## src/hw/rtl/tkdt_pkg.sv

```systemverilog
// shared types and constants for the tick key debounce timer
package tkdt_pkg;

   localparam int unsigned REQ_TYPE_W   = 2;
   localparam int unsigned DELAY_W      = 16;
   localparam int unsigned PERIOD_W     = 10;
   localparam int unsigned WINDOW_W     = 8;
   localparam int unsigned INTEG_W      = 7;
   localparam int unsigned CSR_INDEX_W  = 1;
   localparam int unsigned CSR_DATA_W   = 10;

   localparam logic [REQ_TYPE_W-1:0] REQ_TICK  = 2'd0;
   localparam logic [REQ_TYPE_W-1:0] REQ_LOAD  = 2'd1;
   localparam logic [REQ_TYPE_W-1:0] REQ_CLEAR = 2'd2;

   localparam logic [CSR_INDEX_W-1:0] CSR_PACKET_PERIOD = 1'd0;
   localparam logic [CSR_INDEX_W-1:0] CSR_WINDOW_TICKS  = 1'd1;

   localparam logic [6:0]            TICKS_PER_UNIT   = 7'd100;
   localparam logic [PERIOD_W-1:0]   PERIOD_RESET     = 10'd10;
   localparam logic [WINDOW_W-1:0]   WINDOW_RESET     = 8'd50;
   localparam logic [DELAY_W-1:0]    LIMIT_RESET      = 16'd1000;
   localparam logic [INTEG_W-1:0]    INTEG_MAX        = 7'd127;

   typedef struct packed {
      logic [REQ_TYPE_W-1:0] req_type;
      logic                  key0_level;
      logic                  key1_level;
      logic [DELAY_W-1:0]    delay_length;
   } item_type;

   typedef struct packed {
      logic [1:0]         key_code;
      logic               packet_pulse;
      logic               delay_busy;
      logic [DELAY_W-1:0] rx_timeout_ticks;
   } result_type;

   typedef struct packed {
      logic [DELAY_W-1:0]  packet_limit;
      logic [WINDOW_W-1:0] window_ticks;
   } cfg_type;

endpackage

```

## src/hw/rtl/tkdt_csr.sv

```systemverilog
// configuration registers with the packet limit precomputed at write time
module tkdt_csr
   import tkdt_pkg::*;
(
   input  logic                   clock,
   input  logic                   reset,
   input  logic                   wr_en,
   input  logic [CSR_INDEX_W-1:0] wr_index,
   input  logic [CSR_DATA_W-1:0]  wr_data,
   output cfg_type                cfg
);

   logic [DELAY_W-1:0]  limit_ff;
   logic [DELAY_W-1:0]  limit_in;
   logic [WINDOW_W-1:0] window_ff;
   logic [16:0]         product;

   // period in hundreds of ticks, clamped to 16 bits
   always_comb begin
      product = 17'(wr_data[PERIOD_W-1:0] * TICKS_PER_UNIT);
      if (product[16]) begin
         limit_in = '1;
      end else begin
         limit_in = product[DELAY_W-1:0];
      end
   end

   always_ff @(posedge clock) begin
      if (reset) begin
         limit_ff  <= LIMIT_RESET;
         window_ff <= WINDOW_RESET;
      end else if (wr_en) begin
         case (wr_index)
            CSR_PACKET_PERIOD: begin
               limit_ff <= limit_in;
            end
            CSR_WINDOW_TICKS: begin
               window_ff <= wr_data[WINDOW_W-1:0];
            end
            default: begin
            end
         endcase
      end
   end

   assign cfg.packet_limit = limit_ff;
   assign cfg.window_ticks = window_ff;

endmodule

```

## src/hw/rtl/tkdt_state.sv

```systemverilog
// timer, counter and key integrator state with its per-beat update
module tkdt_state
   import tkdt_pkg::*;
(
   input  logic       clock,
   input  logic       reset,
   input  logic       step,
   input  item_type   item,
   input  cfg_type    cfg,
   output result_type result
);

   logic [DELAY_W-1:0]  delay_ff,   delay_in;
   logic [DELAY_W-1:0]  rxto_ff,    rxto_in;
   logic [DELAY_W-1:0]  packet_ff,  packet_in;
   logic [INTEG_W-1:0]  integ0_ff,  integ0_in;
   logic [INTEG_W-1:0]  integ1_ff,  integ1_in;
   logic [WINDOW_W-1:0] window_ff,  window_in;
   logic [1:0]          keys_ff,    keys_in;
   logic                pulse;
   logic [DELAY_W:0]    packet_next;
   logic [WINDOW_W-1:0] window_next;
   logic [WINDOW_W-1:0] half;

   function automatic logic [INTEG_W-1:0] integrate(input logic [INTEG_W-1:0] acc,
                                                    input logic level);
      logic [INTEG_W-1:0] res;
      if (!level) begin
         res = (acc == INTEG_MAX) ? INTEG_MAX : acc + 1'b1;
      end else begin
         res = (acc == '0) ? '0 : acc - 1'b1;
      end
      return res;
   endfunction

   always_comb begin
      delay_in    = delay_ff;
      rxto_in     = rxto_ff;
      packet_in   = packet_ff;
      integ0_in   = integ0_ff;
      integ1_in   = integ1_ff;
      window_in   = window_ff;
      keys_in     = keys_ff;
      pulse       = 1'b0;
      packet_next = {1'b0, packet_ff} + 1'b1;
      window_next = window_ff + 1'b1;
      half        = cfg.window_ticks >> 1;
      case (item.req_type)
         REQ_TICK: begin
            if (delay_ff != '0) begin
               delay_in = delay_ff - 1'b1;
            end
            rxto_in   = rxto_ff + 1'b1;
            integ0_in = integrate(integ0_ff, item.key0_level);
            integ1_in = integrate(integ1_ff, item.key1_level);
            window_in = window_next;
            // end of sampling window: judge both keys against half the window
            if (window_next == cfg.window_ticks) begin
               window_in  = '0;
               keys_in[0] = {1'b0, integ0_in} >= half;
               keys_in[1] = {1'b0, integ1_in} >= half;
            end
            if (packet_next >= {1'b0, cfg.packet_limit}) begin
               packet_in = '0;
               pulse     = 1'b1;
            end else begin
               packet_in = packet_next[DELAY_W-1:0];
            end
         end
         REQ_LOAD: begin
            delay_in = item.delay_length + 1'b1;
         end
         REQ_CLEAR: begin
            rxto_in = '0;
         end
         default: begin
         end
      endcase
   end

   always_ff @(posedge clock) begin
      if (reset) begin
         delay_ff  <= '0;
         rxto_ff   <= '0;
         packet_ff <= '0;
         integ0_ff <= '0;
         integ1_ff <= '0;
         window_ff <= '0;
         keys_ff   <= '0;
      end else if (step) begin
         delay_ff  <= delay_in;
         rxto_ff   <= rxto_in;
         packet_ff <= packet_in;
         integ0_ff <= integ0_in;
         integ1_ff <= integ1_in;
         window_ff <= window_in;
         keys_ff   <= keys_in;
      end
   end

   assign result.key_code         = keys_in;
   assign result.packet_pulse     = pulse;
   assign result.delay_busy       = delay_in != '0;
   assign result.rx_timeout_ticks = rxto_in;

endmodule

```

## src/hw/rtl/tick_key_debounce_timer.sv

```systemverilog
// Millisecond tick block: delay counter, receive timeout counter, packet
// period pulse and two integrating key debouncers.
// Request channel (req_*): one beat per request; req_type selects a tick,
// a delay counter load (delay_length+1) or a clear of the timeout counter.
// Response channel (rsp_*): exactly one beat per request, in order, carrying
// the state after that request.
// Config channel (csr_*): always ready; index 0 packet period in hundreds
// of ticks, index 1 sampling window in ticks. Write only while idle.
// A request is held in the input register, goes through one update pass and
// is captured in the result register. Throughput: one request per cycle while
// rsp_stall is low, set by the single input register and result register.
// Reset clears all counters and integrators and restores period 10 and
// window 50. While rsp_stall is high the response holds; one more request
// is buffered in the input register, after which req_stall is raised.
module tick_key_debounce_timer
   import tkdt_pkg::*;
(
   input  logic                   clock,
   input  logic                   reset,
   input  logic                   req_valid,
   output logic                   req_stall,
   input  logic [REQ_TYPE_W-1:0]  req_type,
   input  logic                   req_key0_level,
   input  logic                   req_key1_level,
   input  logic [DELAY_W-1:0]     req_delay_length,
   output logic                   rsp_valid,
   input  logic                   rsp_stall,
   output logic [1:0]             rsp_key_code,
   output logic                   rsp_packet_pulse,
   output logic                   rsp_delay_busy,
   output logic [DELAY_W-1:0]     rsp_rx_timeout_ticks,
   input  logic                   csr_valid,
   output logic                   csr_ready,
   input  logic [CSR_INDEX_W-1:0] csr_index,
   input  logic [CSR_DATA_W-1:0]  csr_wdata
);

   logic       in_valid_ff;
   item_type   in_item_ff;
   logic       rsp_valid_ff;
   result_type rsp_ff;
   result_type result;
   cfg_type    cfg;
   logic       advance;
   logic       accept;

   assign csr_ready = 1'b1;

   tkdt_csr u_csr (
      .clock    (clock),
      .reset    (reset),
      .wr_en    (csr_valid && csr_ready),
      .wr_index (csr_index),
      .wr_data  (csr_wdata),
      .cfg      (cfg)
   );

   // input beat moves on when the result register is free or draining
   assign advance   = in_valid_ff && (!rsp_valid_ff || !rsp_stall);
   assign req_stall = in_valid_ff && !advance;
   assign accept    = req_valid && !req_stall;

   tkdt_state u_state (
      .clock  (clock),
      .reset  (reset),
      .step   (advance),
      .item   (in_item_ff),
      .cfg    (cfg),
      .result (result)
   );

   always_ff @(posedge clock) begin
      if (reset) begin
         in_valid_ff  <= 1'b0;
         rsp_valid_ff <= 1'b0;
      end else begin
         if (accept) begin
            in_valid_ff <= 1'b1;
         end else if (advance) begin
            in_valid_ff <= 1'b0;
         end
         if (advance) begin
            rsp_valid_ff <= 1'b1;
         end else if (!rsp_stall) begin
            rsp_valid_ff <= 1'b0;
         end
      end
   end

   always_ff @(posedge clock) begin
      if (accept) begin
         in_item_ff.req_type     <= req_type;
         in_item_ff.key0_level   <= req_key0_level;
         in_item_ff.key1_level   <= req_key1_level;
         in_item_ff.delay_length <= req_delay_length;
      end
      if (advance) begin
         rsp_ff <= result;
      end
   end

   assign rsp_valid            = rsp_valid_ff;
   assign rsp_key_code         = rsp_ff.key_code;
   assign rsp_packet_pulse     = rsp_ff.packet_pulse;
   assign rsp_delay_busy       = rsp_ff.delay_busy;
   assign rsp_rx_timeout_ticks = rsp_ff.rx_timeout_ticks;

`ifndef SYNTHESIS
   a_advance_fills_rsp: assert property (@(posedge clock) disable iff (reset)
      advance |=> rsp_valid_ff)
      else $error("advanced beat did not reach the result register");

   a_stall_only_when_full: assert property (@(posedge clock) disable iff (reset)
      req_stall |-> (in_valid_ff && rsp_valid_ff && rsp_stall))
      else $error("request stalled with room in the pipeline");

   a_no_pulse_off_tick: assert property (@(posedge clock) disable iff (reset)
      (advance && in_item_ff.req_type != REQ_TICK) |=> !rsp_ff.packet_pulse)
      else $error("packet pulse on a non-tick request");
`endif

endmodule

```

## config.mk

```make
export PLATFORM = sky130hd
export DESIGN_NAME = tick_key_debounce_timer
export DESIGN_NICKNAME = d
export VERILOG_FILES = /design/src/hw/rtl/tkdt_pkg.sv /design/src/hw/rtl/tkdt_csr.sv /design/src/hw/rtl/tkdt_state.sv /design/src/hw/rtl/tick_key_debounce_timer.sv
export SDC_FILE = /design/constraint.sdc
export NUM_CORES = 1
export LEC_CHECK = 0
export ABC_AREA = 1
export BUFFER_PORTS_ARGS = -buffer_cell sky130_fd_sc_hd__buf_2
export CAP_MARGIN = 10
export CORE_UTILIZATION = 55
export DETAILED_ROUTE_END_ITERATION = 6
export GPL_TIMING_DRIVEN = 0
export PLACE_DENSITY = 0.76
export SLEW_MARGIN = 20
export SYNTH_ARGS = -nofsm -noshare
export SYNTH_HDL_FRONTEND = slang
export SYNTH_SLANG_ARGS = --single-unit
```

## constraint.sdc

```tcl
create_clock -name clock -period 9.6 [get_ports clock]
set_clock_uncertainty 0.2 [all_clocks]
set_input_delay 1.44 -clock clock [delete_from_list [all_inputs] [get_ports clock]]
set_output_delay 1.44 -clock clock [all_outputs]
set_load 0.05 [all_outputs]
```

# Yosys cells after proc, flatten, opt, wreduce, memory -nomap -nowiden
# Index checks and enable logic that the tools add are counted.
[classes]
add_sub_neg = 9
multipliers = 1
magnitude_cmp = 3
n_eq_ne = 6
n_mux = 21
bitwise_logic = 1
n_reduce_logical = 17
[op_table]
columns = ["cell", "n"]
rows = [
  ["$pmux W16 S2", 2],
  ["$mux W7", 8],
  ["$mux W16", 3],
  ["$add A16 B1 Y16 const B", 2],
  ["$reduce_bool A16 Y1", 2],
  ["$add A16 B1 Y17 const B", 1],
  ["$ge A17 B16 Y1", 1],
  ["$sub A16 B1 Y16 const B", 1],
  ["$mul A10 B5 Y15 const B", 1],
  ["$add A7 B1 Y7 const B", 2],
  ["$eq A7 B7 Y1 const B", 2],
  ["$ge A7 B7 Y1", 2],
  ["$logic_not A7 Y1", 2],
  ["$sub A7 B1 Y7 const B", 2],
  ["$add A8 B1 Y8 const B", 1],
  ["$eq A8 B8 Y1", 1],
  ["$mux W8", 1],
  ["$reduce_and A2 Y1", 3],
  ["$mux W1", 5],
  ["$logic_not A1 Y1", 4],
  ["$mux W2", 2],
  ["$logic_and A1 B1 Y1", 3],
  ["$eq A2 B1 Y1 const B", 1],
  ["$eq A2 B2 Y1 const B", 1],
  ["5 further kinds", 5],
]
[word_totals]
regBits = 138
in_bits = 36
output_inout_bits = 23
elab_cells = 77

# Longest topological paths before layout
[depth]
word_depth = 8
depth_mapped = 21
ltp_nobuf = 20

# Cells and area by module
# From an unflattened synthesis, not the netlist that was laid out.
[unflattened]
hier_cells = 1369
hier_area_um2 = 9698.1
[by_module_without_submodules]
columns = ["mod", "instances", "cells_each", "area_each_um2", "seq_area_each_um2"]
rows = [
  ["tkdt_state", 1, 1047, 6449.9, 1441.4],
  ["tkdt_csr", 1, 268, 1944.4, 460.4],
  ["tick_key_debounce_timer", 1, 54, 1303.8, 1241.2],
]

# Least setup slack after synthesis
# Ideal clock, no wire load.
[synth_path]
path_kind = "in2reg"
start = "input csr_wdata[5]"
end = "register u_csr.limit_ff[10]"
setup_ns = 0.116
t_arrival_ns = 3.743
slack_ns = 5.541
stages = 14
path_cell_list = "ha_1 ha_1 inv_1 fa_1 inv_1 ha_1 a21oi_1 o21ai_0 nand2_1 nand3_1 nand2_1 nand3_1 o21ai_0 inv_1"
[synth_between]
elab_chain_cells = 2
[synth_lines]
columns = ["item", "line_no", "rtl"]
rows = [
  ["from (decl)", "tick_key_debounce_timer.sv:35", "input logic [CSR_DATA_W-1:0] csr_wdata"],
  ["$mul A10 B5 Y15", "tkdt_csr.sv:20", "product = 17'(wr_data[PERIOD_W-1:0] * TICKS_PER_UNIT);"],
  ["$mux W16", "tkdt_csr.sv:21", "if (product[16]) begin"],
  ["to (signal assigned)", "tkdt_csr.sv:35", "limit_ff <= limit_in;"],
  ["to (decl)", "tkdt_csr.sv:13", "logic [DELAY_W-1:0] limit_ff;"],
]
# No other way between the ends.
# A chain may end at the register's enable or synchronous reset.

# Final worst setup path
[layout_path]
start = "input csr_wdata[3]"
end = "register u_csr.limit_ff[12]"
# Same word-level chain as after synthesis.

==> reports/results.md <==
Yosys
• unique cell type count in the Yosys netlist: 47
• top cells by area in the synthesized netlist: sky130_fd_sc_hd__dfxtp_1 20%, sky130_fd_sc_hd__edfxtp_1 13%, sky130_fd_sc_hd__nand2_1 11%
• synthesized cell area: 9600 um2
• number of flip-flops and latches in the synthesized netlist: 137
• largest area contributor in the netlist: sky130_fd_sc_hd__dfxtp_1
• total of warnings raised by yosys: 0
• Syn Nets: 1,489
• number of synthesized flops with an enable pin: 40
• Syn Area/Cell: 7.01 um2
• flip-flop cell with the highest count after synthesis: sky130_fd_sc_hd__dfxtp_1
• gate count of the mapped netlist: 1,371
• proportion of synthesized chip area in sequential cells: 0.327
• async set-reset flop share out of synthesis: 0
• share of the synthesized area in the top cell type: 0.202

Setup path
• CP endpoint: u_csr.limit_ff[12]
• r2r worst-path depth: 16
• critical path launch point: csr_wdata[3]
• RR Startpoint: u_state.packet_ff[0]
• capturing element type of the critical path: flip-flop
• Critical Path AT: 4270 ps
• cell breakdown of the critical path: buf_2 -> ha_1 -> ha_1 -> inv_1 -> fa_1 -> inv_1 -> ha_1 -> a21oi_1 -> o21ai_0 -> nand2_1 -> nand3_1 -> nand2_1 -> nand3_1 -> inv_1 -> a21oi_1
• Worst setup SP type: input pin
• delay of the slowest cell on the worst path: 510 ps
• Crit-path slowest cell: sky130_fd_sc_hd__fa_1
• maximum net fanout on the critical path: 6
• setup slack of the worst register-to-register path: 6310 ps
• required arrival time at the worst endpoint: 9700 ps
• worst reg2reg endpoint: rsp_packet_pulse
• Setup CP Type: in2reg

STA
• Slew Limit Fails: 0
• pin slew with the least headroom to its limit: 808 ps
• unrepaired setup endpoints after global routing: no
• number of setup violations in the final report: 0
• Period Utilization, post-route: 0.434
• f_max: 0.240 GHz
• final hold violations: 0
• sum of negative setup slack: 0 ps
• Rel. slew slack: 0.461
• shortest period the worst path allows: 4170 ps

Clocking
• clock-pin slew on the worst setup and hold paths: 60 ps
• CTS root buf: sky130_fd_sc_hd__clkbuf_16
• H-tree level count: 4
• clock latency reported for the late side of the worst-skew pair: 420 ps
• count of clock tree sinks: 137
• Resized Gates After CTS: 0
• hold buffers post-CTS: 0
• TritonCTS buffer count: 17
• clock tree from TritonCTS: built
• post-CTS setup buffer count: 0
• Clock Tree Buf Depth: 2

GRT
• initial antenna violation count: 0
• combined global-route utilization of all metal layers: 0.266
• routing layer with the top usage in global route: met2
• vias in the first global route: 8,251
• routing usage on met2: 0.453
• met3 Resource Use GR: 0.0442
• M1 GR Usage: 0.344
• remaining global-route overflow: 0
• largest net degree at the start of global routing: 30
• global-route wire length before repair: 38,800 um

Final layout
• post-route cell area: 10,800 um2
• Total Nets Final: 1,564
• area added between synthesis and finish: 12.0%
• Cell Count, Final, Fillers Out: 1,679
• layout cells sized above 1: 0.0946
• Antenna diodes: 0

Drt
• length of the first detailed-routing pass in iterations: 6
• vias per std cell: 5.49
• routed len/inst: 14.0 um
• Vias: 9,215
• wirelength, routed: 23,600 um
• number of remaining DRC errors: 0
• number of antenna-violating nets in the routed design: 0
• drt initial violations: 737

Pwr
• Pleak: 5.24 nW
• total power divided by cell area: 155 nW/um2
• maximum vdd ir drop: 0.000133 V
• total power consumption of the routed design: 1.67 mW

Die
• Die Outline Area: 18,000 um2
• floorplan row count: 47
• die extent in y: 134 um
• Top Ports: 59
• die width: 134 um
• Floorplan Core Area: 16,800 um2
• starting utilization of the core area: 0.571

Placement
• half-perimeter wire length of the detailed placement result: 17,900 um
• Placed Area: 10,200 um2
• # placed instances: 1,647
• buffers added on ports: 56
• final estimated routing congestion in global placement: 0.942

Run status
• result of the run: finished clean

Job
• Max Cap Violations: 0

Worst hold path
• Worst Hold Class: reg2reg

==> sequential cells by signal (all words and copies together) (netlist names) <==
signal	count
in_item_ff	20
in_valid_ff	1
rsp_delay_busy	1
rsp_key_code	2
rsp_packet_pulse	1
rsp_rx_timeout_ticks	16
rsp_valid	1
u_csr.limit_ff	15
u_csr.window_ff	8
u_state.delay_ff	16
u_state.integ0_ff	7
u_state.integ1_ff	7
u_state.keys_ff	2
u_state.packet_ff	16
u_state.rxto_ff	16
u_state.window_ff	8
==> critical path: cells and delay by family <==
family,cells,cell delay [ps]
fa+ha+maj,4,1410
compound gates,3,490
simple gates,4,490
buf+inv,4,440
==> worst min-delay path by stage <==
stage | from | end | slack (ps) | cells past startpoint
after floorplan | u_state.rxto_ff[1] | u_state.rxto_ff[1] | 260 | 2
after global placement | u_state.packet_ff[1] | u_state.packet_ff[1] | 280 | 2
after detailed placement | u_state.packet_ff[1] | u_state.packet_ff[1] | 280 | 2
after CTS | u_state.packet_ff[1] | u_state.packet_ff[1] | 290 | 2
after global routing | u_state.packet_ff[1] | u_state.packet_ff[1] | 310 | 2
final | u_state.packet_ff[1] | u_state.packet_ff[1] | 290 | 2
==> cell usage after synthesis (2+ instances only) <==
cell type	n
sky130_fd_sc_hd__nor2_4	6
sky130_fd_sc_hd__clkbuf_1	23
sky130_fd_sc_hd__xnor2_1	5
sky130_fd_sc_hd__edfxtp_1	40
sky130_fd_sc_hd__o21bai_1	7
sky130_fd_sc_hd__nand3b_1	2
sky130_fd_sc_hd__a211oi_1	6
sky130_fd_sc_hd__buf_2	6
sky130_fd_sc_hd__inv_2	7
sky130_fd_sc_hd__nor2_1	130
sky130_fd_sc_hd__o21ai_1	2
sky130_fd_sc_hd__nand3_2	2
sky130_fd_sc_hd__a31oi_1	3
sky130_fd_sc_hd__nand2_1	269
sky130_fd_sc_hd__dfxtp_1	97
sky130_fd_sc_hd__inv_1	223
sky130_fd_sc_hd__nand4_1	48
sky130_fd_sc_hd__nor4_1	3
sky130_fd_sc_hd__a21oi_2	2
sky130_fd_sc_hd__nor3_1	17
sky130_fd_sc_hd__buf_4	3
sky130_fd_sc_hd__o32ai_1	4
sky130_fd_sc_hd__buf_1	6
sky130_fd_sc_hd__o211ai_1	19
sky130_fd_sc_hd__ha_1	77
sky130_fd_sc_hd__nand2_2	9
sky130_fd_sc_hd__nand3_1	91
sky130_fd_sc_hd__o22ai_1	3
sky130_fd_sc_hd__nor2_2	6
sky130_fd_sc_hd__a21oi_1	103
sky130_fd_sc_hd__fa_1	5
sky130_fd_sc_hd__o21ai_0	103
sky130_fd_sc_hd__nand2_4	2
sky130_fd_sc_hd__xor2_1	25
sky130_fd_sc_hd__or2_2	3
sky130_fd_sc_hd__o2111ai_1	3
==> power by group <==
part	switching, mW	internal (mW)	total, mW
Clock	0.250	0.412	0.663
Sequential	0.0251	0.628	0.653
Combinational	0.236	0.122	0.357
==> cell usage in the layout, fill, tap and decap left out, types with 40 or more instances in the layout <==
master / n
sky130_fd_sc_hd__nand3_1: 91
sky130_fd_sc_hd__edfxtp_1: 40
sky130_fd_sc_hd__ha_1: 77
sky130_fd_sc_hd__dfxtp_1: 97
sky130_fd_sc_hd__buf_2: 63
sky130_fd_sc_hd__nand2_1: 269
sky130_fd_sc_hd__nor2_1: 130
sky130_fd_sc_hd__o21ai_0: 103
sky130_fd_sc_hd__nand4_1: 48
sky130_fd_sc_hd__inv_1: 223
sky130_fd_sc_hd__a21oi_1: 103
==> layout make-up <==
cell class / count / area [um2]
multi-input combinational: 965 / 5420
clock inverter: 10 / 114
clock buffer: 22 / 485
sequential: 137 / 3140
timing repair buffer: 56 / 280
fill: 1513 / 6060
inverter: 230 / 863
tap: 220 / 275
buffer: 39 / 178
==> metal layers <==
metal,part of all wire,vias to the layer above
li1,-,4689
met1,0.46,4184
met2,0.47,301
met3,0.052,41
met4,0.019,0
met5,0,-
==> per-stage QoR <==
| stage | hold WS (ps) | worst slack [ps] | util |
|---|---|---|---|
| floorplan | 262 | 5540 | - |
| global placement | 277 | 5070 | 0.604 |
| detailed placement | 283 | 5040 | 0.604 |
| CTS | 291 | 5480 | 0.640 |
| global route | 312 | 5170 | 0.640 |
| finish | 290 | 5430 | 0.640 |
==> cells by family (layout without fill, tap and decap cells) <==
family,Yosys count,count (layout),synth area share
and+or+nand+nor,593,593,0.277
buffers and inverters,269,357,0.108
AOI/OAI and AO/OA,259,259,0.149
DFF,137,137,0.327
adders and majority gates,82,82,0.111
xor gates and xnor gates,30,30,0.0274
other,1,1,0.000390
(Power assumes the default switching activity.)
